===== src/hw/rtl/dic_pkg.sv =====
package dic_pkg;

	localparam int NUMBER_FIELD_BYTES = 16;
	localparam int LEN_W = 11;
	localparam int POS_W = LEN_W + 1;
	localparam logic [LEN_W-1:0] LEN_RESET = LEN_W'(1440);
	localparam logic [LEN_W-1:0] POS_MAX = {LEN_W{1'b1}};
	localparam int NUM_W = 54;
	localparam int CNT_W = 32;
	localparam int OUT_W = 2 + NUM_W + 2 * CNT_W;

	// Queue depth must be a power of two so the pointers wrap on their own.
	localparam int QUEUE_DEPTH = 2;
	localparam int QPTR_W = $clog2(QUEUE_DEPTH);

	typedef enum logic [1:0] {
		VERDICT_OK       = 2'd0,
		VERDICT_CHECKSUM = 2'd1,
		VERDICT_NUMBER   = 2'd2,
		VERDICT_LENGTH   = 2'd3
	} verdict_t;

	typedef enum logic [1:0] {
		PH_FIRST  = 2'd0,
		PH_DIGITS = 2'd1,
		PH_ENDED  = 2'd2,
		PH_BAD    = 2'd3
	} phase_t;

	typedef struct packed {
		verdict_t          verdict;
		logic [NUM_W-1:0]  number;
	} dgram_rec_t;

	typedef struct packed {
		logic full;
		logic empty;
	} queue_status_t;

endpackage


===== src/hw/rtl/dic_front.sv =====
module dic_front
	import dic_pkg::*;
(
	input  logic             clk,
	input  logic             arst_n,
	input  logic             cfg_we,
	input  logic [LEN_W-1:0] cfg_wdata,
	input  logic             s_tvalid,
	output logic             s_tready,
	input  logic [7:0]       s_tdata,
	input  logic             s_tlast,
	input  queue_status_t    q_status,
	output logic             push,
	output dgram_rec_t       push_rec
);

	logic [LEN_W-1:0] packet_length_q;
	logic [LEN_W-1:0] pos_q;
	logic [7:0]       sum_q;
	logic [NUM_W-1:0] number_q;
	phase_t           phase_q;

	logic             accept;
	logic             digit;
	logic             in_field;
	logic [POS_W-1:0] pos_ext;
	logic [POS_W-1:0] len_ext;
	logic [NUM_W-1:0] number_times10;
	logic [NUM_W-1:0] number_next;
	phase_t           phase_next;

	assign s_tready = !q_status.full;
	assign accept   = s_tvalid && s_tready;

	assign pos_ext = {1'b0, pos_q};
	assign len_ext = {1'b0, packet_length_q};
	assign digit   = (s_tdata >= 8'h30) && (s_tdata <= 8'h39);

	// The number field is the run of bytes just before the checksum byte.
	assign in_field = (pos_ext + POS_W'(2) <= len_ext) &&
		(pos_ext + POS_W'(1) + POS_W'(NUMBER_FIELD_BYTES) >= len_ext);

	assign number_times10 = {number_q[NUM_W-4:0], 3'b000} + {number_q[NUM_W-2:0], 1'b0};

	always_comb begin
		phase_next  = phase_q;
		number_next = number_q;
		if (in_field) begin
			unique case (phase_q)
				PH_FIRST: begin
					if (digit) begin
						number_next = NUM_W'(s_tdata[3:0]);
						phase_next  = PH_DIGITS;
					end else begin
						phase_next = PH_BAD;
					end
				end
				PH_DIGITS: begin
					if (digit) begin
						number_next = number_times10 + NUM_W'(s_tdata[3:0]);
					end else if (s_tdata == 8'h00) begin
						phase_next = PH_ENDED;
					end else begin
						phase_next = PH_BAD;
					end
				end
				PH_ENDED, PH_BAD: begin
					phase_next = phase_q;
				end
				default: begin
					phase_next = phase_q;
				end
			endcase
		end
	end

	always_comb begin
		push_rec.number = number_q;
		priority if (pos_ext + POS_W'(1) != len_ext) begin
			push_rec.verdict = VERDICT_LENGTH;
		end else if (sum_q != s_tdata) begin
			push_rec.verdict = VERDICT_CHECKSUM;
		end else if (phase_q != PH_DIGITS && phase_q != PH_ENDED) begin
			push_rec.verdict = VERDICT_NUMBER;
		end else begin
			push_rec.verdict = VERDICT_OK;
		end
	end

	assign push = accept && s_tlast;

	always_ff @(posedge clk or negedge arst_n) begin
		if (!arst_n) begin
			packet_length_q <= LEN_RESET;
		end else if (cfg_we) begin
			packet_length_q <= cfg_wdata;
		end
	end

	always_ff @(posedge clk or negedge arst_n) begin
		if (!arst_n) begin
			pos_q    <= '0;
			sum_q    <= '0;
			number_q <= '0;
			phase_q  <= PH_FIRST;
		end else if (accept) begin
			if (s_tlast) begin
				pos_q    <= '0;
				sum_q    <= '0;
				number_q <= '0;
				phase_q  <= PH_FIRST;
			end else begin
				// Position sticks at its top so overlong datagrams never match.
				if (pos_q != POS_MAX) begin
					pos_q <= pos_q + LEN_W'(1);
				end
				sum_q    <= sum_q + s_tdata;
				number_q <= number_next;
				phase_q  <= phase_next;
			end
		end
	end

endmodule


===== config.mk =====
export PLATFORM = sky130hd
export DESIGN_NAME = dic_front
export DESIGN_NICKNAME = d
export VERILOG_FILES = /design/src/hw/rtl/dic_pkg.sv /design/src/hw/rtl/dic_front.sv
export SDC_FILE = /design/constraint.sdc
export NUM_CORES = 1
export LEC_CHECK = 0
export BUFFER_PORTS_ARGS = -buffer_cell sky130_fd_sc_hd__buf_2
export CORE_MARGIN = 3
export CORE_UTILIZATION = 35
export CTS_CLUSTER_SIZE = 12
export DETAILED_ROUTE_END_ITERATION = 10
export HOLD_SLACK_MARGIN = 0.06
export PLACE_DENSITY_LB_ADDON = 0.08
export SETUP_SLACK_MARGIN = 0.5
export SYNTH_ARGS = -nofsm -noshare
export SYNTH_HDL_FRONTEND = slang
export SYNTH_SLANG_ARGS = --single-unit

===== constraint.sdc =====
create_clock -name clk -period 7.4 [get_ports clk]
set_clock_uncertainty 0.05 [all_clocks]
set_input_delay 1.11 -clock clk [delete_from_list [all_inputs] [get_ports clk]]
set_output_delay 1.11 -clock clk [all_outputs]
set_load 0.01 [all_outputs]

==> metrics.md <==
| Metric | Value |
|---|---|
| Status | finished, final reports clean |
| IR drop worst, VDD | 113 uV |
| EDFF count, synth | 0 |
| Worst slew margin | 36.3% |
| Worst path buffer plus inverter count | 2 |
| Crit path launch type | flip-flop |
| Number of global-route vias before repair | 7,033 |
| Slowest CP cell | nor4_1 |
| Grt total ovfl | 0 |
| Top-area cell type share of the netlist area | 24.8% |
| Post-Layout Cell Count | 1,337 |
| TritonCTS clock tree | yes |
| Design area | 9210 um^2 |
| Worst-path maximum fanout | 10 |
| Drt first pass iters | 5 |
| Hold EP | number_q[53]$_DFFE_PN0P_ |
| Max Cap Viol | 0 |
| CP top delay family | simple AND/OR/NAND/NOR gates |
| Period utilization | 66.9% |
| Worst hold margin | 0.430 ns |
| DRC | 0 |
| Pleak | 4.56 nW |
| Pwr Total | 1.22 mW |
| Root Buffer | clkbuf_16 |
| Final core occ | 40.1% |
| Vias post-DR | 7,037 |
| DR iter-0 viols | 342 |
| H-tree levels | 3 |
| Area Growth Syn to Fin | 11.1% |
| Post-DP HPWL | 16,400 um |
| Most common cell in the netlist | ha_1 |
| GPL Wtd Cong | 0.827 |
| Port bufs | 82 |
| Slew Limit Fails | 0 |
| Max Fclk | 0.202 GHz |
| Post-synthesis sequential area ratio | 26.0% |
| Worst path max stage delay | 0.62 ns |
| Clock sink count | 86 |
| Worst reg-to-reg path cell count | 17 |
| Fraction of registers with async set/reset | 100% |
| Placed Area | 8900 um^2 |
| Hold WC Path Type | flip-flop to flip-flop |
| Cell taking the most area after synthesis | dfrtp_1 |
| Vias per inst | 5.26 |
| Post-synthesis cell type count | 70 |
| Min-delay src | number_q[53]$_DFFE_PN0P_ |
| Setup Buffers After CTS | 0 |
| First-pass GRT wire length | 36,100 um |
| Initial Util | 36.1% |
| Synth Warn # | 0 |
| Post-CTS Hold Buffers | 0 |
| Mapped Nets | 1,136 |
| Post-route ant nets | 0 |
| CTS clock-pin slew for the worst setup and hold paths | 0.07 ns |
| Final net count | 1,187 |
| Worst skew pair latency | 0.36 ns |
| Commonest cells in the netlist | ha_1 (139), nand2_1 (136), dfrtp_1 (82) |
| Slew @ Worst Pin | 0.956 ns |
| Hold path depth | 2 |
| Arrival time at the worst endpoint | 3.79 ns |
| Cells after DPL | 1,321 |
| R2r setup slk | 2.80 ns |
| Die extent in x | 160 um |
| Chip height | 160 um |
| Tmin final | 4.95 ns |
| Worst setup margin | 2.45 ns |
| Share of layout cells above drive strength 1 | 11.2% |
| Largest net degree at the start of global routing | 90 |
| CORE AREA | 23,000 um^2 |
| WS Path Type | flip-flop to output port |
| FP Rows | 55 |
| Initial antenna violation count | 0 |
| Pre-CTS setup slack | 2.36 ns |
| Pwr per Cell Area | 132 nW/um^2 |
| Worst Setup End Kind | output port |
| Total CTS buffers | 9 |
| WL/cell | 15.9 um |
| Mapped Cells | 968 |
| Filler Cell Count | 2,415 |
| #FFs+latches synth | 86 |
| IO Pins | 84 |
| Die area | 25,600 um^2 |
| CP cell instances | ha_1 > nand3_1 > xnor2_1 > inv_1 > ha_1 > nor4_1 > nand3_1 > nor4_1 > o21ai_0 > buf_2 |
| Syn Area/Cell | 8.56 um^2 |
| Reg2reg end | number_q[50]$_DFFE_PN0P_ |
| Seq. cell area | 2160 um^2 |
| Hold violation total from the final report | 0 |
| Worst R2R Start | pos_q[2]$_DFFE_PN0P_ |
| WL final | 21,300 um |
| Global Route Usage Sum | 16.9% |
| Crit path from | pos_q[0]$_DFFE_PN0P_ |
| Setup TNS Final | 0 ns |
| CTS max path bufs | 2 |
| CTS resizes | 0 |
| Area occupied by multi-input gates | 5820 um^2 |
| RSZ-0062 raised after global routing | false |
| Top cells by area, synth | dfrtp_1 (25%), ha_1 (21%), nand2_1 (6.2%) |
| Critical Path RT | 6.24 ns |
| Cell Area, Synth | 8290 um^2 |
| Final setup violation count | 0 |
| Ant. Diodes | 0 |
| Prevailing post-synth register cell | dfrtp_1 |
==> cells by family after synthesis <==
kind of cell / after synthesis / share of synthesized area (%)
xor gates and xnor gates: 83 / 8.86
muxes: 5 / 0.619
buffers and inverters: 73 / 3.77
and+or+nand+nor: 284 / 16.5
AOI/OAI and AO/OA: 295 / 22.5
DFF: 86 / 26.0
adders and majority gates: 142 / 21.7
==> report_power, final <==
| part | leakage, nW | internal (mW) | switching (mW) | total (mW) |
|---|---|---|---|---|
| registers | 1.16 | 0.495 | 0.0248 | 0.520 |
| clock network | 0.142 | 0.272 | 0.211 | 0.482 |
| logic | 3.26 | 0.0933 | 0.122 | 0.216 |
==> worst min-delay path: cells and delay by family (launching register included) <==
family / cells / cell delay, ns
DFF: 1 / 0.34
AOI/OAI and AO/OA: 1 / 0.06
and+or+nand+nor: 1 / 0.04
==> worst max path at each step <==
stage                     slack (ns)                  endpoint  cells after the start
after CTS                       2.39              push_rec[55]                     10
after detailed placement        2.36  number_q[52]$_DFFE_PN0P_                     13
after global placement          2.37  number_q[52]$_DFFE_PN0P_                     13
after global routing            2.20              push_rec[55]                     10
after floorplan                 3.36  number_q[52]$_DFFE_PN0P_                     12
final                           2.45              push_rec[55]                     10
==> placed cells by master, fill, tap and decap left out, drive strengths merged, types with 26 or more instances in the layout <==
cell / instances
xor2: 27
inv: 29
o21ai: 78
o31ai: 46
buf: 84
ha: 139
nor2: 45
nand3: 26
dfrtp: 82
a21oi: 79
xnor2: 56
nand2: 136
==> sequential cells by signal (all words and copies together) (netlist names) <==
register	cells
number_q	54
packet_length_q	11
phase_q	2
sum_q	8
pos_q	11
==> per-layer routing <==
metal | wire length [um] | vias to the layer above | global-route usage (%)
li1 | - | 3635 | -
met3 | 561 | 15 | 2.20
met2 | 9930 | 104 | 27.8
met1 | 10500 | 3283 | 23.6
met4 | 319 | 0 | 4.02
met5 | 0 | - | 0
==> final cells by class <==
type | instances | area share [%]
multi-input combinational | 809 | 63.2
sequential | 86 | 23.4
timing repair buffer | 84 | 4.65
tap | 313 | 4.25
clock buffer | 11 | 2.64
inverter | 29 | 1.18
clock inverter | 5 | 0.639
Power figures use the tool's default switching activity.
